**src/sv/lmt_pkg.sv**
```systemverilog
// Package for the local midpoint threshold block: register indexes, fixed widths,
// and the command and status structs that pass between controller and datapath.
// No dependencies.
package lmt_pkg;

  localparam int PIX_W      = 8;
  localparam int CFG_IDX_W  = 2;
  localparam int CFG_DATA_W = 13;
  localparam int FW_CFG_W   = 11;
  localparam int FH_CFG_W   = 13;
  localparam int WS_CFG_W   = 4;

  localparam logic [PIX_W-1:0] PIX_MAX = 8'd255;

  localparam logic [CFG_IDX_W-1:0] REG_FRAME_WIDTH  = 2'd0;
  localparam logic [CFG_IDX_W-1:0] REG_FRAME_HEIGHT = 2'd1;
  localparam logic [CFG_IDX_W-1:0] REG_WINDOW_SIZE  = 2'd2;

  localparam logic [FW_CFG_W-1:0] FRAME_WIDTH_RST  = 11'd640;
  localparam logic [FH_CFG_W-1:0] FRAME_HEIGHT_RST = 13'd480;
  localparam logic [WS_CFG_W-1:0] WINDOW_SIZE_RST  = 4'd3;

  localparam logic CMD_DRAIN = 1'b1;

  typedef struct packed {
    logic latch;
    logic calc;
    logic update;
    logic start;
    logic scan;
    logic centre;
    logic decide;
    logic emit;
  } lmt_cmd_t;

  typedef struct packed {
    logic due;
    logic scan_last;
    logic out_free;
  } lmt_status_t;

endpackage

```
**src/sv/lmt_ctrl.sv**
```systemverilog
// Sequencer of the local midpoint threshold block: walks one transaction through
// position update, window scan and result hand-off. Depends on lmt_pkg.
module lmt_ctrl import lmt_pkg::*; (
  input  logic        clk,
  input  logic        rst_n,
  input  logic        in_valid,
  output logic        in_ready,
  input  lmt_status_t status,
  output lmt_cmd_t    cmd
);

  typedef enum logic [3:0] {
    S_IDLE, S_CALC, S_UPD, S_CHK, S_START, S_SCAN, S_CENT, S_DEC, S_EMIT
  } state_t;

  state_t state_r, state_nxt;

  always_comb begin
    state_nxt = state_r;
    unique case (state_r)
      S_IDLE:  if (in_valid) state_nxt = S_CALC;
      S_CALC:  state_nxt = S_UPD;
      S_UPD:   state_nxt = S_CHK;
      S_CHK:   state_nxt = status.due ? S_START : S_IDLE;
      S_START: state_nxt = S_SCAN;
      S_SCAN:  if (status.scan_last) state_nxt = S_CENT;
      S_CENT:  state_nxt = S_DEC;
      S_DEC:   state_nxt = S_EMIT;
      S_EMIT:  if (status.out_free) state_nxt = S_IDLE;
      default: state_nxt = S_IDLE;
    endcase
  end

  always_ff @(posedge clk) begin
    if (!rst_n) begin
      state_r <= S_IDLE;
    end else begin
      state_r <= state_nxt;
    end
  end

  assign in_ready   = (state_r == S_IDLE);
  assign cmd.latch  = (state_r == S_IDLE) && in_valid;
  assign cmd.calc   = (state_r == S_CALC);
  assign cmd.update = (state_r == S_UPD);
  assign cmd.start  = (state_r == S_START);
  assign cmd.scan   = (state_r == S_SCAN);
  assign cmd.centre = (state_r == S_CENT);
  assign cmd.decide = (state_r == S_DEC);
  assign cmd.emit   = (state_r == S_EMIT) && status.out_free;

endmodule

```
**config.mk**
```make
export PLATFORM = sky130hd
export DESIGN_NAME = lmt_ctrl
export DESIGN_NICKNAME = d
export VERILOG_FILES = /design/src/sv/lmt_pkg.sv /design/src/sv/lmt_ctrl.sv
export SDC_FILE = /design/constraint.sdc
export NUM_CORES = 1
export LEC_CHECK = 0
export BUFFER_PORTS_ARGS = -buffer_cell sky130_fd_sc_hd__buf_2
export CORE_AREA = 2 2 39 41
export CTS_BUF_LIST = sky130_fd_sc_hd__clkbuf_2
export DETAILED_ROUTE_END_ITERATION = 6
export DIE_AREA = 0 0 41 43
export PLACE_DENSITY_LB_ADDON = 0.12
export SYNTH_ARGS = -nofsm -noshare
export SYNTH_HDL_FRONTEND = slang
export SYNTH_SLANG_ARGS = --single-unit
```
**constraint.sdc**
```tcl
create_clock -name clk -period 1.3 [get_ports clk]
set_input_delay 0.13 -clock clk [delete_from_list [all_inputs] [get_ports clk]]
set_output_delay 0.13 -clock clk [all_outputs]
set_load 0.02 [all_outputs]
```
# Yosys cells after proc, flatten, opt, wreduce, memory -nomap -nowiden
# Index checks and enable logic that the tools add are counted.
op_classes:
  n_eq_ne: 11
  n_mux: 5
  reduce_logical: 4
ops:
  columns: ["operator", "n"]
  rows:
  - ["4-bit one-hot mux with 9 select lines", 1]
  - ["4-bit by 3-bit == test with 1-bit output (second input constant)", 4]
  - ["4-bit two-way mux", 3]
  - ["4-bit by 2-bit == test with 1-bit output (second input constant)", 2]
  - ["2-bit != test (second input constant)", 3]
  - ["4-bit by 1-bit == test with 1-bit output (second input constant)", 1]
  - ["4-bit == test (second input constant)", 1]
  - ["4-bit logical NOT", 1]
  - ["3-bit two-way mux", 1]
  - ["3-bit AND reduction", 1]
  - ["1-bit logical AND", 2]
word_totals:
  regBits: 4
  input_bits: 6
  output_inout_bits: 9
  wordCells: 21

# Longest topological paths before layout
# Gate-level depths: netlist (run 1).
depth:
  ltp_word: 3
  ltp_mapped: 4

# Worst setup path before layout (run 1)
# No wires, ideal clock.
synth_timing:
  kind: "register to output"
  from: "reg state_r[1]"
  to: "out cmd[6] (netlist name)"
  arrival_ns: 1.292
  setup_slack_ns: -0.122
  path_stages_with_launch: 3
  path_buffers: 1
  path_cell_list: "dfxtp_1 > buf_6 > nor4b_1"
synth_lines:
  columns: ["element", "line", "rtl"]
  rows:
  - ["start, declared", "lmt_ctrl.sv:16", "state_t state_r, state_nxt;"]
  - ["start signal, assigned", "lmt_ctrl.sv:38", "state_r <= state_nxt;"]
  - ["end, declared", "lmt_ctrl.sv:9", "output lmt_cmd_t cmd"]

==> metrics.txt, run 1 <==
detailed-route via count=357; initial antenna violation count=0; DP HPWL=641 um; first-pass GRT wire length=1.39 mm; maximum vdd ir drop=0.385 mV; io pins=15; grt ovf=0; RSZ-0062 raised after global routing=yes; Placer Congestion=0.654; area grow syn2layout=55.5%; First DRT Iteration DRCs=2; number of synthesized flops with an enable pin=0; Synth top area share=24.3%; CP max stage delay=0.33 ns; Final Setup Violations=1; FF+latch count, synth=4; post-synthesis sequential area ratio=24.3%; family with the most delay on the worst path=simple AND/OR/NAND/NOR gates; clock transition at the registers of the reported paths=0.04 ns; Post-Route WL=786 um; most frequent cell after synthesis=nor3_1; library cells used by synthesis=22; status=complete, but fails checks; required time worst endpoint=1.17 ns; switching share of power=37.6%; Final Hold Vio Count=0; footprint of the multi-input gates=235 um2; setup slack after layout=-0.00815 ns; Inserted Clock Buffers=3; Yosys warnings=0; Worst setup SP type=flop; clock power share=17.4%; Commonest cells post-synth=6 x nor3_1, 5 x nand2_1, 4 x dfxtp_1, 3 x nor2_1; I/O Buffers=14; die span in y=43 um; clk sinks=4; leakage power=0.233 nW; Largest register FFs=4; sequential power share=28.5%; Hold-fix buffers, CTS=0; CTS HTree Levels=1; worst hold margin=0.191 ns; antenna-violating nets left=0; slowest CP cell=dfxtp_4; CTS tree=built; core region area=0.00138 mm2; # fillers=145; crit path DAT=1.18 ns; Setup WS pre-CTS=0.0669 ns; clock root cell=clkbuf_2; CP Class=reg -> out; crit path max fanout=5; nets=67; Via density=4.76; Clock Skew=0.000987 ns; Total GRT Usage=11.0%; worst path cell trace=or2_4 > nor3_4 > and2_4 > buf_6; Die ar.=0.00176 mm2; HP Class=in -> reg; DIE WIDTH=41 um; total net switching power=0.225 mW; syn_nets=44; power density cells=1170 mW/mm2; Pint=0.373 mW; maxcap violations=0; Fmax=764 MHz; vias in the first global route=342; top_reg_cell synth=dfxtp_1; max_slew headroom=76.9%; Register Area=88.8 um2; CTS Buffer Depth=2; Async S/R FF share, synth=0%; Biggest register=state_r; cell area after layout=512 um2; Antenna Diode Count=0; Cell Area, Placed=450 um2; pin count of the biggest net entering global routing=12; Top Registers=state_r (4); Comb power frac=54.1%; Clk Latency, worst-skew pair=0.19 ns; Pre-antenna DRT Iters=4; period utilization=101%; row cnt=14; largest cells by area after synthesis=dfxtp_1 24%, nor3_1 9.1%, o311ai_4 8.0%; Syn Inst Count=38; share of cells above drive strength 1=59.3%; failing checks=setup timing; crit end category=output pin; Cells after DPL=69; Syn Area/Cell=8.66 um2; starting utilization of the core area=23.8%; Total Neg Setup Slack=-0.00815 ns; Syn Std Cell Area=329 um2; Yosys top cell by area=dfxtp_1; Post-route DRC=0; Post-Layout Cell Count=75; Avg WL per Cell=10.5 um; Worst Tran Pin Value=0.343 ns; Final Max Tran Viols=0; crit path buf inv count=1; minimum clock period after layout=1.31 ns
==> layout by cell type, fill, tap and decap left out, types with 2 or more instances in the layout <==
cell type  synthesis  layout
nand2b_1           2       2
dfxtp_4            0       2
clkbuf_2           0       3
nor3_1             6       5
nand2_1            5       5
buf_2              0      10
buf_4              1       9
nor2_1             3       3
==> through the flow <==
| stage | utilization, % | power [mW] |
|---|---|---|
| detailed placement | 32.5 | 0.446 |
| CTS | 36.2 | 0.603 |
| global route | 37.0 | 0.647 |
| global placement | 32.5 | 0.448 |
| finish | 37.0 | 0.598 |
| floorplan | - | 0.377 |
==> power by group through the flow <==
stage / registers, mW / clock network [mW] / logic (mW)
after CTS: 0.169 / 0.113 / 0.321
after global routing: 0.174 / 0.117 / 0.356
after floorplan: 0.152 / 0 / 0.225
after global placement: 0.172 / 0 / 0.276
final: 0.170 / 0.104 / 0.323
after detailed placement: 0.172 / 0 / 0.275
==> area by class of cell <==
cell class	count	share of cell area [%]
tap	16	3.91
inverter	1	0.733
multi-input combinational	30	46.0
sequential	4	17.4
timing repair buffer	21	29.1
clock buffer	3	2.93
==> cells by family (layout without fill, tap and decap cells) <==
family	count (synthesis)	count (layout)	share of synthesized area, %
buf+inv	4	25	10.3
compound gates	5	5	19.4
xor+xnor	1	1	2.66
flops	4	4	24.3
simple gates	24	24	43.3
==> routing by layer <==
layer,vias up,part of all wire [%],global-route usage [%]
met5,-,0,0
met4,0,0,4.00
met3,0,6.2,1.57
met2,12,52,17.2
met1,163,42,14.7
li1,182,-,-
==> worst register-to-register path: stages (launching register included) <==
cell and delay (ns):
dfxtp_4 0.33, or2_4 0.26, buf_4 0.15, o311ai_4 0.23, nor3_1 0.09
==> path summary, 6_finish.rpt <==
check	startpoint	end	slack (ns)	cells after the start
worst max-delay path	state_r[0]	cmd[7]	-0.008	4
worst min-delay path	rst_n	state_r[3]	0.19	3
worst max register to register	state_r[0]	state_r[1]	0.10	4
worst min register to register	state_r[2]	state_r[2]	0.61	3
==> repair_timing <==
action                                  in CTS  in global routing
pin swaps                                    1                  2
endpoints found under the setup margin       5                  7
resized for setup                            6                  5
buffers inserted                             3                  0
Note: power is estimated with default switching activity, not from simulation.
==> run 2, diff against run 1 <==
- clock period: 1.3 -> 1.2 ns (I/O delays scaled with it)
==> run 2 against run 1 <==
The run still ends with setup timing left; register-to-register slack lost 0.17 ns; worst hold slack lost 0.015 ns; highest routed layer unchanged; cell area grew 18%.
==> metrics.txt, run 2 (synthesized netlist as in run 1, its figures left out) <==
RSZ-0062 raised after global routing=yes (unchanged); Avg WL per Cell=10.1 um (was 10.5 um); CTS tree=built (unchanged); Final Setup Violations=8 (was 1); HP Class=in -> reg (unchanged); row cnt=14 (unchanged); Register Area=87.6 um2 (was 88.8 um2); CP max stage delay=0.32 ns (was 0.33 ns); most common cell after layout, fill and taps aside=buf_4 (was buf_2); maxcap violations=0 (unchanged); Final Hold Vio Count=0 (unchanged); Clk Latency, worst-skew pair=0.20 ns (was 0.19 ns); DP HPWL=575 um (was 641 um); first-pass GRT wire length=1.26 mm (was 1.39 mm); fin util=43.7% (was 37.0%); maximum vdd ir drop=0.532 mV (was 0.385 mV); die span in y=43 um (unchanged); CP Class=reg -> out (unchanged); First DRT Iteration DRCs=0 (was 2); Critical Path Source=state_r[0] (unchanged); slowest CP cell=dfxtp_2 (was dfxtp_4); nets=73 (was 67); io pins=15 (unchanged); area grow syn2layout=83.7% (was 55.5%); required time worst endpoint=1.08 ns (was 1.17 ns); Final Max Tran Viols=0 (unchanged); crit end category=output pin (unchanged); total power=0.750 mW (was 0.598 mW); clk sinks=4 (unchanged); Die ar.=0.00176 mm2 (unchanged); Worst setup SP type=flop (unchanged); power density cells=1240 mW/mm2 (was 1170 mW/mm2); initial antenna violation count=0 (unchanged); Pre-antenna DRT Iters=1 (was 4); CTS Buffer Depth=2 (unchanged); clock transition at the registers of the reported paths=0.04 ns (about the same); max_slew headroom=77.0% (was 76.9%); Worst Tran Pin Value=0.343 ns (about the same); Largest register FFs=4 (unchanged); worst path cell trace=or2_4 > nor3_4 > and2_4 > buf_6 (unchanged); vias in the first global route=319 (was 342); Hold-fix buffers, CTS=0 (unchanged); crit path max fanout=3 (was 5); I/O Buffers=14 (unchanged); Via density=4.56 (was 4.76); Post-route DRC=0 (unchanged); core region area=0.00138 mm2 (unchanged); period utilization=107%; hold_sp=rst_n (unchanged); CTS HTree Levels=1 (unchanged); status=complete, but fails checks (unchanged); DIE WIDTH=41 um (unchanged); Biggest register=state_r (unchanged); Total Neg Setup Slack=-0.283 ns (was -0.00815 ns); grt ovf=0 (unchanged); minimum clock period after layout=1.28 ns; starting utilization of the core area=23.8% (unchanged); Post-Route WL=818 um (was 786 um); FF-to-FF Start=state_r[0] (unchanged); Clock Skew=0.00156 ns (was 0.000987 ns); clock root cell=clkbuf_2 (unchanged); detailed-route via count=369 (was 357); crit path DAT=1.16 ns (was 1.18 ns); antenna-violating nets left=0 (unchanged); Top Registers=state_r (4) (unchanged); Antenna Diode Count=0 (unchanged); failing checks=setup timing (unchanged); share of cells above drive strength 1=69.2% (was 59.3%); Inserted Clock Buffers=3 (unchanged); most frequent cells in the layout=14 x buf_4, 6 x buf_2, 6 x buf_6 (was 10 x buf_2, 9 x buf_4, 5 x nand2_1, 5 x nor3_1); leakage power=0.270 nW (was 0.233 nW); Placer Congestion=0.652 (was 0.654); FF-to-FF setup slack=-0.07 ns (was 0.10 ns); pin count of the biggest net entering global routing=12 (unchanged); footprint of the multi-input gates=255 um2 (was 235 um2); Fmax=779 MHz; # fillers=149 (was 145); setup slack after layout=-0.0843 ns (was -0.00815 ns); Total GRT Usage=11.0% (unchanged)
[run 2: stage by stage]
stage	setup slack, ns	cells	hold slack, ns	cell area (um2)
6_report	-0.0843	81	0.176	604
5_1_grt	-0.155	81	0.179	604
4_1_cts	-0.106	80	0.159	563
3_5_place_dp	0.0301	71	0.399	465
3_3_place_gp	-0.0177	71	0.394	465
2_1_floorplan	-0.0792	38	0.228	348
[run 2: area by class of cell]
class / instances / area share [%]
well taps: 16 / 3.31
flip-flops and latches: 4 / 14.5
multi-input cells: 30 / 42.2
clock buffers: 3 / 2.48
inverters: 1 / 0.621
repair buffers: 27 / 36.9
[run 2: path summary, 6_finish.rpt]
kind,cells past startpoint,end
setup / recovery,4,cmd[7]
hold / removal,3,state_r[3]
setup reg to reg,5,state_r[3]
hold reg to reg,3,state_r[2]
[run 2: repair_timing]
item | in CTS | in global routing
resized for setup | 15 | 9
setup endpoints to repair | 9 | 12
pin swaps | 3 | 2
buffers inserted | 6 | 1
[run 2: worst max-delay path: cells and delay by family, from the launching register on]
family,cells,cell delay (ns)
and+or+nand+nor,3,0.53
buffers and inverters,1,0.10
DFF,1,0.32
[run 2: layer usage]
layer / vias to the layer above / wire, um / GRT usage [%]
met1: 165 / 350 / 12.5
met3: 0 / 34 / 4.71
met2: 8 / 433 / 15.6
met4: 0 / 0 / 8.00
met5: - / 0 / 0
li1: 196 / - / -
[run 2: where the power goes]
group / switching (mW) / total [mW] / internal, mW / leakage [nW]
sequential: 0.0222 / 0.177 / 0.155 / 0.0347
clock: 0.0520 / 0.119 / 0.0672 / 0.0125
combinational: 0.196 / 0.454 / 0.258 / 0.223
