[config.mk]
export PLATFORM = sky130hd
export DESIGN_NAME = lmt_dp
export DESIGN_NICKNAME = d
export VERILOG_FILES = /design/src/sv/lmt_pkg.sv /design/src/sv/lmt_dp.sv
export SDC_FILE = /design/constraint.sdc
export NUM_CORES = 2
export LEC_CHECK = 0
export BUFFER_PORTS_ARGS = -buffer_cell sky130_fd_sc_hd__buf_2
export CAP_MARGIN = 0
export CORE_MARGIN = 3
export CORE_UTILIZATION = 40
export CTS_BUF_LIST = sky130_fd_sc_hd__clkbuf_4 sky130_fd_sc_hd__clkbuf_8 sky130_fd_sc_hd__clkbuf_16
export CTS_CLUSTER_SIZE = 10
export DETAILED_ROUTE_END_ITERATION = 6
export HOLD_SLACK_MARGIN = 0.05
export PLACE_DENSITY = 0.62
export SYNTH_ARGS = -nofsm -noshare
export SYNTH_HDL_FRONTEND = slang
export SYNTH_SLANG_ARGS = --single-unit
[constraint.sdc]
create_clock -name clk -period 8.95 [get_ports clk]
set_input_delay 1.3425 -clock clk [delete_from_list [all_inputs] [get_ports clk]]
set_output_delay 1.3425 -clock clk [all_outputs]
set_load 0.03 [all_outputs]
[src/sv/lmt_pkg.sv]
// Package for the local midpoint threshold block: register indexes, fixed widths,
// and the command and status structs that pass between controller and datapath.
// No dependencies.
package lmt_pkg;

  localparam int PIX_W      = 8;
  localparam int CFG_IDX_W  = 2;
  localparam int CFG_DATA_W = 13;
  localparam int FW_CFG_W   = 11;
  localparam int FH_CFG_W   = 13;
  localparam int WS_CFG_W   = 4;

  localparam logic [PIX_W-1:0] PIX_MAX = 8'd255;

  localparam logic [CFG_IDX_W-1:0] REG_FRAME_WIDTH  = 2'd0;
  localparam logic [CFG_IDX_W-1:0] REG_FRAME_HEIGHT = 2'd1;
  localparam logic [CFG_IDX_W-1:0] REG_WINDOW_SIZE  = 2'd2;

  localparam logic [FW_CFG_W-1:0] FRAME_WIDTH_RST  = 11'd640;
  localparam logic [FH_CFG_W-1:0] FRAME_HEIGHT_RST = 13'd480;
  localparam logic [WS_CFG_W-1:0] WINDOW_SIZE_RST  = 4'd3;

  localparam logic CMD_DRAIN = 1'b1;

  typedef struct packed {
    logic latch;
    logic calc;
    logic update;
    logic start;
    logic scan;
    logic centre;
    logic decide;
    logic emit;
  } lmt_cmd_t;

  typedef struct packed {
    logic due;
    logic scan_last;
    logic out_free;
  } lmt_status_t;

endpackage

[src/sv/lmt_dp.sv]
// Datapath of the local midpoint threshold block: position counters, raster
// arithmetic, window walk, max/min and the output register. Depends on lmt_pkg.
module lmt_dp import lmt_pkg::*; #(
  parameter int MAX_WIDTH  = 1024,
  parameter int MAX_HEIGHT = 4096,
  parameter int MAX_WINDOW = 15,
  parameter int CW         = $clog2(MAX_WIDTH),
  parameter int RW         = $clog2(MAX_HEIGHT),
  parameter int AW         = $clog2(MAX_WIDTH * MAX_WINDOW + MAX_WINDOW)
) (
  input  logic                clk,
  input  logic                rst_n,
  input  lmt_cmd_t            cmd,
  output lmt_status_t         status,
  input  logic                in_command,
  input  logic [PIX_W-1:0]    in_pixel,
  input  logic [FW_CFG_W-1:0] cfg_width,
  input  logic [FH_CFG_W-1:0] cfg_height,
  input  logic [WS_CFG_W-1:0] cfg_window,
  output logic                ram_we,
  output logic [AW-1:0]       ram_waddr,
  output logic [PIX_W-1:0]    ram_wdata,
  output logic                ram_re,
  output logic [AW-1:0]       ram_raddr,
  input  logic [PIX_W-1:0]    ram_rdata,
  output logic                out_valid,
  input  logic                out_ready,
  output logic                out_fg,
  output logic [CW-1:0]       out_col,
  output logic [RW-1:0]       out_row,
  output logic                out_last
);

  localparam int WW   = $clog2(MAX_WIDTH + 1);
  localparam int HGW  = $clog2(MAX_HEIGHT + 1);
  localparam int HMAX = (MAX_WINDOW - 1) / 2;
  localparam int HW   = $clog2(HMAX + 1);
  localparam int PW   = $clog2(MAX_WIDTH * MAX_HEIGHT + 1) + 1;

  // effective sizes
  logic [WW-1:0]  w_eff;
  logic [HGW-1:0] hg_eff;
  logic [HW-1:0]  h_eff;
  logic [WS_CFG_W-1:0] h_raw;

  always_comb begin
    if (cfg_width == '0) w_eff = WW'(1);
    else if (32'(cfg_width) > 32'(MAX_WIDTH)) w_eff = WW'(MAX_WIDTH);
    else w_eff = WW'(cfg_width);
    if (cfg_height == '0) hg_eff = HGW'(1);
    else if (32'(cfg_height) > 32'(MAX_HEIGHT)) hg_eff = HGW'(MAX_HEIGHT);
    else hg_eff = HGW'(cfg_height);
    h_raw = (cfg_window == '0) ? '0 : ((cfg_window - WS_CFG_W'(1)) >> 1);
    if (32'(h_raw) > 32'(HMAX)) h_eff = HW'(HMAX);
    else h_eff = HW'(h_raw);
  end

  logic             cmd_r;
  logic [PIX_W-1:0] pix_r;
  logic [WW-1:0]    w_r;
  logic [HGW-1:0]   hg_r;
  logic [HW-1:0]    h_r;
  logic [PW-1:0]    total_r, n_r, k_r, lag_r;
  logic [CW-1:0]    in_col_r, oc_r;
  logic [HGW-1:0]   in_row_r;
  logic [RW-1:0]    or_r;
  logic             due_r;
  logic [RW-1:0]    r0_r, r1_r, rr_r;
  logic [CW-1:0]    c0_r, c1_r, cc_r;
  logic [PW-1:0]    base_r;
  logic             acc_r;
  logic [PIX_W-1:0] mx_r, mn_r;
  logic             fg_r, last_r;
  logic             out_valid_r;

  // position update after an optional end-of-frame restart
  logic           clr, wr, due;
  logic [PW-1:0]  n0, k0, n1;
  logic [CW-1:0]  ic0, oc0;
  logic [HGW-1:0] ir0;
  logic [RW-1:0]  or0;
  logic [PW-1:0]  or_p, oc_p, h_p;

  always_comb begin
    clr  = (k_r >= total_r);
    n0   = clr ? '0 : n_r;
    k0   = clr ? '0 : k_r;
    ic0  = clr ? '0 : in_col_r;
    ir0  = clr ? '0 : in_row_r;
    oc0  = clr ? '0 : oc_r;
    or0  = clr ? '0 : or_r;
    wr   = (cmd_r != CMD_DRAIN) && (n0 < total_r);
    n1   = n0 + PW'(wr);
    due  = (k0 < total_r) && ((k0 + lag_r < n1) || (n1 >= total_r));
    or_p = PW'(or0);
    oc_p = PW'(oc0);
    h_p  = PW'(h_r);
  end

  assign status.due       = due_r;
  assign status.scan_last = (rr_r == r1_r) && (cc_r == c1_r);
  assign status.out_free  = !out_valid_r || out_ready;

  assign ram_we    = cmd.update && wr;
  assign ram_waddr = AW'(n0);
  assign ram_wdata = pix_r;
  assign ram_re    = cmd.scan || cmd.centre;
  assign ram_raddr = cmd.centre ? AW'(k_r) : AW'(base_r + PW'(cc_r));

  logic [PIX_W:0] mid_sum;
  assign mid_sum = {1'b0, mx_r} + {1'b0, mn_r};

  always_ff @(posedge clk) begin
    if (!rst_n) begin
      in_col_r    <= '0;
      in_row_r    <= '0;
      oc_r        <= '0;
      or_r        <= '0;
      acc_r       <= 1'b0;
      out_valid_r <= 1'b0;
      due_r       <= 1'b0;
    end else begin
      acc_r <= cmd.scan;
      if (cmd.update) begin
        due_r <= due;
        oc_r  <= oc0;
        or_r  <= or0;
        if (wr) begin
          if (WW'(ic0) + WW'(1) >= w_r) begin
            in_col_r <= '0;
            in_row_r <= ir0 + HGW'(1);
          end else begin
            in_col_r <= ic0 + CW'(1);
            in_row_r <= ir0;
          end
        end else begin
          in_col_r <= ic0;
          in_row_r <= ir0;
        end
      end
      if (cmd.emit) begin
        out_valid_r <= 1'b1;
        if (last_r) begin
          in_col_r <= '0;
          in_row_r <= '0;
          oc_r     <= '0;
          or_r     <= '0;
        end else if (WW'(oc_r) + WW'(1) >= w_r) begin
          oc_r <= '0;
          or_r <= or_r + RW'(1);
        end else begin
          oc_r <= oc_r + CW'(1);
        end
      end else if (out_ready) begin
        out_valid_r <= 1'b0;
      end
    end
  end

  always_ff @(posedge clk) begin
    if (cmd.latch) begin
      cmd_r <= in_command;
      pix_r <= in_pixel;
    end
    if (cmd.calc) begin
      w_r     <= w_eff;
      hg_r    <= hg_eff;
      h_r     <= h_eff;
      total_r <= PW'(w_eff) * PW'(hg_eff);
      n_r     <= PW'(in_row_r) * PW'(w_eff) + PW'(in_col_r);
      k_r     <= PW'(or_r) * PW'(w_eff) + PW'(oc_r);
      lag_r   <= PW'(h_eff) * PW'(w_eff) + PW'(h_eff);
    end
    if (cmd.update) begin
      k_r  <= k0;
      r0_r <= (or_p >= h_p) ? RW'(or_p - h_p) : '0;
      r1_r <= (or_p + h_p < PW'(hg_r)) ? RW'(or_p + h_p) : RW'(PW'(hg_r) - PW'(1));
      c0_r <= (oc_p >= h_p) ? CW'(oc_p - h_p) : '0;
      c1_r <= (oc_p + h_p < PW'(w_r)) ? CW'(oc_p + h_p) : CW'(PW'(w_r) - PW'(1));
    end
    if (cmd.start) begin
      base_r <= PW'(r0_r) * PW'(w_r);
      rr_r   <= r0_r;
      cc_r   <= c0_r;
      mx_r   <= '0;
      mn_r   <= PIX_MAX;
    end
    if (cmd.scan) begin
      if (cc_r == c1_r) begin
        cc_r   <= c0_r;
        rr_r   <= rr_r + RW'(1);
        base_r <= base_r + PW'(w_r);
      end else begin
        cc_r <= cc_r + CW'(1);
      end
    end
    if (acc_r) begin
      if (ram_rdata > mx_r) mx_r <= ram_rdata;
      if (ram_rdata < mn_r) mn_r <= ram_rdata;
    end
    if (cmd.decide) begin
      fg_r   <= ram_rdata > mid_sum[PIX_W:1];
      last_r <= (k_r + PW'(1) == total_r);
    end
    if (cmd.emit) begin
      out_fg   <= fg_r;
      out_col  <= oc_r;
      out_row  <= or_r;
      out_last <= last_r;
    end
  end

  assign out_valid = out_valid_r;

  a_emit_free: assert property (@(posedge clk) disable iff (!rst_n)
    cmd.emit |-> (!out_valid_r || out_ready))
    else $error("result register loaded while occupied");
  a_minmax: assert property (@(posedge clk) disable iff (!rst_n)
    cmd.decide |-> (mn_r <= mx_r))
    else $error("window minimum above maximum");
  a_acc: assert property (@(posedge clk) disable iff (!rst_n)
    cmd.centre |-> acc_r)
    else $error("last window sample not accumulated");

endmodule
After elaboration in Yosys (flattened, before gate mapping)
Cells that the tools add are included.
{ "classes": {"addsub": 24, "n_mul": 5, "magnitude_cmp": 17, "n_eq_ne": 3, "muxes": 52, "n_bitwise": 1, "reduce_logical": 15} }
{ "op_table": {"columns": ["operator", "count"], "rows": [
  ["24-bit two-way mux", 7],
  ["10-bit two-way mux", 15],
  ["12-bit two-way mux", 9],
  ["13-bit two-way mux", 8],
  ["24-bit less-than comparator", 3],
  ["24-bit >= comparator", 2],
  ["8-bit two-way mux", 6],
  ["12-bit by 11-bit multiplier with 23-bit output", 2],
  ["10-bit by 1-bit adder with 10-bit output, second input constant", 3],
  ["12-bit by 1-bit adder with 12-bit output, second input constant", 2],
  ["23-bit by 10-bit adder with 24-bit output", 1],
  ["24-bit by 1-bit adder with 24-bit output", 1],
  ["24-bit by 1-bit adder with 24-bit output, second input constant", 1],
  ["24-bit by 10-bit adder with 24-bit output", 1],
  ["24-bit by 11-bit adder with 24-bit output", 1],
  ["24-bit adder", 1],
  ["24-bit == test", 1],
  ["11-bit by 13-bit multiplier with 24-bit output", 1],
  ["13-bit by 11-bit multiplier with 24-bit output", 1],
  ["10-bit by 1-bit adder with 11-bit output, second input constant", 2],
  ["11-bit >= comparator", 2],
  ["11-bit two-way mux", 2],
  ["8-bit > comparator", 2],
  ["14-bit by 3-bit adder with 15-bit output", 1],
  ["32 further kinds", 42]
]} }
{ "word_totals": {"register_bits": 312, "input_bits": 56, "out_inout_bits": 66, "wordCells": 148} }

Logic depth before layout (Yosys ltp)
{ "depth": {"word_depth": 9, "ltp_mapped": 40, "depth_no_buf": 35} }

Worst setup path before layout
OpenSTA, ideal clock, no wires.
{ "synth_path": {"path_kind": "input port to flip-flop", "startpoint": "in cfg_width[10]", "endpoint": "reg k_r[23], data pin", "setup_time_ns": 0.268, "t_arrival_ns": 7.016, "required_time_ns": 8.682, "path_slack_ns": 1.666, "stages": 24, "n_path_buf": 3, "cell_sequence": "clkbuf_1 > nand2b_1 > clkbuf_1 > inv_1 > clkbuf_1 > nand2_1 > fa_1 > inv_1 > fa_1 > fa_1 > inv_1 > fa_1 > inv_1 > fa_1 > ha_1 > a21o_1 > a21o_1 > a2111oi_0 > a211oi_1 > nor4_1 > o21bai_1 > a21oi_1 > xnor2_1 > mux2i_1"} }
{ "synth_between": {"elab_chain_len": 7} }
{ "synth_rtl": {"columns": ["item", "line_no", "source"], "rows": [
  ["start: declaration", "lmt_dp.sv:17", "input logic [FW_CFG_W-1:0] cfg_width,"],
  ["11-bit > comparator", "lmt_dp.sv:48", "else if (32'(cfg_width) > 32'(MAX_WIDTH)) w_eff = WW'(MAX_WIDTH);"],
  ["11-bit two-way mux", "lmt_dp.sv:48", null],
  ["11-bit two-way mux *", "lmt_dp.sv:47", "if (cfg_width == '0) w_eff = WW'(1);"],
  ["12-bit by 11-bit multiplier with 23-bit output *", "lmt_dp.sv:171", "k_r <= PW'(or_r) * PW'(w_eff) + PW'(oc_r);"],
  ["23-bit by 10-bit adder with 24-bit output *", "lmt_dp.sv:171", null],
  ["24-bit two-way mux *", "lmt_dp.sv:165", "if (cmd.calc) begin"],
  ["24-bit two-way mux *", "lmt_dp.sv:174", "if (cmd.update) begin"],
  ["end signal: assignment", "lmt_dp.sv:171", null],
  ["end signal: assignment", "lmt_dp.sv:175", "k_r <= k0;"],
  ["end: declaration", "lmt_dp.sv:63", "logic [PW-1:0] total_r, n_r, k_r, lag_r;"]
]} }
Mark *: on every way between the ends. The rest lies on a longest branch, timed or not. The select of a mux whose other input is x is not followed.
A chain may end at the register's enable or synchronous reset.

Worst setup path in the final report
{ "layout_path": {"startpoint": "reg total_r[9]", "endpoint": "reg due_r"} }
{ "layout_between": {"elab_chain_len": 8} }
{ "layout_rtl": {"columns": ["item", "line_no", "source"], "rows": [
  ["start: declaration", "lmt_dp.sv:63", null],
  ["start signal: assignment", "lmt_dp.sv:169", "total_r <= PW'(w_eff) * PW'(hg_eff);"],
  ["24-bit >= comparator", "lmt_dp.sv:85", "clr = (k_r >= total_r);"],
  ["24-bit two-way mux", "lmt_dp.sv:86", "n0 = clr ? '0 : n_r;"],
  ["24-bit less-than comparator", "lmt_dp.sv:92", "wr = (cmd_r != CMD_DRAIN) && (n0 < total_r);"],
  ["1-bit logical AND", "lmt_dp.sv:92", null],
  ["24-bit by 1-bit adder with 24-bit output", "lmt_dp.sv:93", "n1 = n0 + PW'(wr);"],
  ["24-bit less-than comparator / 24-bit >= comparator (equally long branches)", "lmt_dp.sv:94", "due = (k0 < total_r) && ((k0 + lag_r < n1) || (n1 >= total_r));"],
  ["1-bit logical OR", "lmt_dp.sv:94", null],
  ["1-bit logical AND *", "lmt_dp.sv:94", null],
  ["end signal: assignment", "lmt_dp.sv:125", "due_r <= due;"],
  ["end: declaration", "lmt_dp.sv:67", "logic due_r;"]
]} }
Mark *: on every way between the ends. The rest lies on a longest branch, timed or not.

==> results.txt <==
----------------------------------------------------
[Die]
  Core ar. ... 95700 sq um
  Count of boundary I/O pins ... 122
  Full die area ... 101000 sq um
  Height of the chip ... 318 microns
  Number of rows in the core area ... 113
  Initial cell density of the core ... 0.406
  X dimension of the die ... 318 microns

[Synth]
  EDFF count, synth ... 203
  Mean area per synthesized cell ... 8.84 sq um
  Yosys Warn Count ... 0
  Share of flip-flops with an asynchronous set or reset after synthesis ... 0
  Net Count, Synth ... 5331
  Area of the mapped netlist ... 38900 sq um
  Count of mapped cells out of synthesis ... 4394
  Post-synthesis sequential element count ... 293
  Primary FF master, synth ... edfxtp_1
  Number of distinct library cell variants in the gate-level netlist after synthesis ... 92
  Sequential share of the synthesized area ... 0.203

[Timing]
  Number of hold violations in the final report ... 0
  Worst-Margin Slew ... 1.11 ns
  Worst setup skew after layout ... 0.0189 ns
  Headroom to the max-slew limit ... 0.262
  RSZ-0062 raised after global routing ... false
  Max Clk Rate ... 133 MHz
  Setup TNS after final layout ... 0 ns
  Smallest hold slack ... 0.421 ns
  Final critical-path setup slack ... 1.41 ns
  Final setup vio count ... 0
  Final period utilization ... 0.843
  Number of slew-limit violations in the final report ... 0
  Final critical-path required period ... 7.54 ns

[Cells and area]
  Share of final-layout standard cells stronger than drive strength 1 ... 0.0706
  Layout Nets ... 5369
  Final core utilization ... 0.440
  Filler cells ... 9310
  Multi-input gate area in the final layout ... 27900 sq um
  Sequential Area ... 7900 sq um
  Area grow syn2layout ... 8.34%

[Global routing]
  Number of global-route vias before repair ... 31100
  Antenna violations before repair ... 2
  First-pass GRT wire length ... 185 mm
  Pin count of the biggest net entering global routing ... 55
  Total congestion overflow after global routing ... 0
  Total routing usage reported by global routing ... 0.234

[Clock tree]
  Resize count post-CTS ... 0
  Number of buffers inserted to repair setup after CTS ... 0
  Number of CTS-inserted buffers ... 39
  # hold bufs at CTS ... 0
  Worst-skew pair later-pin latency ... 0.59 ns
  Clock tree root driver cell ... clkbuf_16
  Clock sink total ... 293
  Clock-pin slew of the registers on the worst-case setup and hold paths ... 0.06 ns
  H-tree depth reported by CTS ... 2
  Maximum number of buffers from clock root to sink ... 3
  CTS tree ... built

[Power]
  Total power ... 6.22 mW
  Power Density ... 148 nW/um^2
  Combinational group share of total power ... 0.446
  Peak supply drop ... 0.000147 V
  Part of the power in registers ... 0.292
  Clock power share ... 0.262
  Net Sw Frac ... 0.405
  Cell-internal power ... 3.70 mW
  Net switching power figure ... 2.52 mW
  Total leakage power ... 20.2 nW

[Placed design]
  Buffers on Ports ... 121
  Global placement routability congestion ... 1.02
  Post-Place Worst Slack ... 1.09 ns
  Hpwl dp ... 94.5 mm

[Drt]
  Number of vias in the routed layout ... 31400
  Routed len/inst ... 20.8 microns
  First-pass DRT Iterations ... 5
  Total wirelength of the detailed-routed design ... 119 mm
  Post-detailed-route DRC marker count ... 0
  Iteration-0 DRC count of the detailed router ... 2696
  Vias per inst ... 5.48
  ANT nets after route ... 0

[Setup path]
  CP Class ... flop to flop
  Largest stage delay on the critical path ... 0.52 ns
  Slack of the worst reg-to-reg path ... 1.41 ns
  Reg-to-Reg Start ... total_r[9]
  Most numerous cell on the critical path ... ha_1
  Data arrival time of the worst path ... 8.08 ns
  Kind of end point of the critical path ... flop
  Highest net fanout along the worst path ... 42
  Endpoint of the worst-slack reg-to-reg timing path ... due_r
  FF-to-FF path depth ... 31
  Critical path's slowest cell ... o211a_4
  Startpoint class of the critical path ... flop
  Worst endpoint required time ... 9.49 ns

[Worst hold path]
  Hold Path Depth ... 0
  Hold EP ... out_fg
  Kind of path behind the tightest hold check ... flop to flop
  Worst Min Path Start ... fg_r

[Outcome]
  Status ... finished, final reports clean

[Run]
  Max-cap viol count ... 0

----------------------------------------------------
-- state kept, by name, indices dropped and copies added (netlist names), 10 cells and up --
| signal | count |
|---|---|
| r0_r | 12 |
| out_col | 10 |
| c1_r | 10 |
| lag_r | 15 |
| base_r | 14 |
| total_r | 24 |
| hg_r | 13 |
| rr_r | 12 |
| k_r | 24 |
| oc_r | 10 |
| n_r | 24 |
| w_r | 11 |
| r1_r | 12 |
| out_row | 12 |
| in_col_r | 10 |
| c0_r | 10 |
| cc_r | 10 |
| or_r | 12 |
| in_row_r | 13 |
-- cells in the final DEF (no fill, tap or decap), drive strengths merged, types with 11 or more instances in the layout --
cell type | synthesis | layout
nor3 | 63 | 63
inv | 645 | 647
clkbuf | 153 | 59
nand2b | 44 | 44
or3 | 22 | 22
edfxtp | 203 | 203
fa | 381 | 381
o21a | 30 | 30
and3 | 41 | 41
a21oi | 167 | 167
o211ai | 24 | 24
o21ai | 153 | 153
ha | 500 | 500
a211oi | 25 | 25
nand3 | 104 | 104
a31oi | 19 | 19
xnor2 | 202 | 202
mux2i | 29 | 29
nor2 | 261 | 261
o21bai | 22 | 22
nor4 | 29 | 29
nand4 | 48 | 48
nor2b | 38 | 38
nand3b | 11 | 11
clkinv | 6 | 13
dfxtp | 90 | 90
a21o | 55 | 55
nand2 | 567 | 567
buf | 22 | 172
o31ai | 26 | 26
a211o | 11 | 11
xor2 | 58 | 58
mux2 | 25 | 25
and2 | 180 | 180
-- synth_stat cells, types with 11 or more instances --
cell type,n,share of area
inv_1,644,0.062
nand2_1,567,0.055
ha_1,500,0.16
fa_1,381,0.20
nor2_1,261,0.025
edfxtp_1,203,0.16
xnor2_1,202,0.046
and2_1,180,0.029
a21oi_1,166,0.021
clkbuf_1,153,0.015
o21ai_0,150,0.019
nand3_1,104,0.013
dfxtp_1,90,0.046
nor3_1,62,0.0080
xor2_1,58,0.013
a21o_1,55,0.011
nand4_1,48,0.0077
nand2b_1,44,0.0071
and3_1,41,0.0066
nor2b_1,37,0.0060
o21a_1,30,0.0058
mux2i_1,29,0.0075
nor4_1,26,0.0042
mux2_2,25,0.0072
o31ai_1,25,0.0048
a211oi_1,22,0.0043
o211ai_1,22,0.0043
o21bai_1,22,0.0043
or3_1,21,0.0034
a31oi_1,18,0.0029
buf_1,12,0.0012
a211o_1,11,0.0025
nand3b_1,11,0.0021
-- kinds of logic (layout without fill, tap and decap cells) --
group | count (synthesis) | count (layout) | synth area share
AOI/OAI and AO/OA | 641 | 641 | 0.110
xor gates and xnor gates | 260 | 260 | 0.0586
adders and majority gates | 882 | 882 | 0.358
and+or+nand+nor | 1438 | 1438 | 0.176
buffers and inverters | 826 | 893 | 0.0802
other | 0 | 2 | 0
DFF | 293 | 293 | 0.203
muxes | 54 | 54 | 0.0147
-- routing by layer --
layer | vias to the layer above | global-route usage | share of wire
li1 | 14700 | - | -
met1 | 15400 | 0.320 | 0.43
met2 | 1103 | 0.381 | 0.46
met3 | 233 | 0.0362 | 0.073
met4 | 0 | 0.0765 | 0.035
met5 | - | 0 | 0
-- critical path: cells and delay by family, from the launching register on --
kind | cells | cell delay (ns)
AO/OA/AOI/OAI | 14 | 3.37
XOR/XNOR | 1 | 0.20
adder cells (fa/ha/maj) | 4 | 1.06
buffers and inverters | 3 | 0.45
flip-flops | 1 | 0.44
AND/OR/NAND/NOR | 9 | 1.94
-- through the flow --
| step | area, sq um | std cells |
|---|---|---|
| 2_1_floorplan | 38900 | 4394 |
| 3_3_place_gp | 40800 | 5656 |
| 3_5_place_dp | 40800 | 5656 |
| 4_1_cts | 42100 | 5726 |
| 5_1_grt | 42100 | 5726 |
| 6_report | 42100 | 5728 |
-- worst max path at each step --
stage | cells after the start | slack (ns) | to | startpoint
after global routing | 30 | 0.91 | due_r | total_r[9]
after floorplan | 24 | 1.67 | k_r[23] | cfg_width[10]
final | 31 | 1.41 | due_r | total_r[9]
after detailed placement | 22 | 1.09 | total_r[22] | cfg_width[10]
after global placement | 23 | 1.18 | total_r[22] | cfg_width[10]
after CTS | 31 | 1.59 | due_r | total_r[9]
-- final cells by class --
class | count | share of cell area
antenna | 2 | 0.000119
clock buffer | 59 | 0.0282
clock inverter | 11 | 0.00291
inverter | 651 | 0.0580
multi-input combinational | 3275 | 0.662
sequential | 293 | 0.188
tap | 1265 | 0.0376
timing repair buffer | 172 | 0.0236
-- power by group through the flow --
| stage | registers, mW | clock network [mW] | logic, mW |
|---|---|---|---|
| floorplan | 1.75 | 0 | 2.02 |
| global placement | 1.84 | 0 | 2.71 |
| detailed placement | 1.84 | 0 | 2.74 |
| CTS | 1.82 | 1.67 | 2.77 |
| global route | 1.83 | 1.71 | 3.11 |
| finish | 1.82 | 1.63 | 2.77 |
No activity file was read; power rests on OpenSTA's default activity.
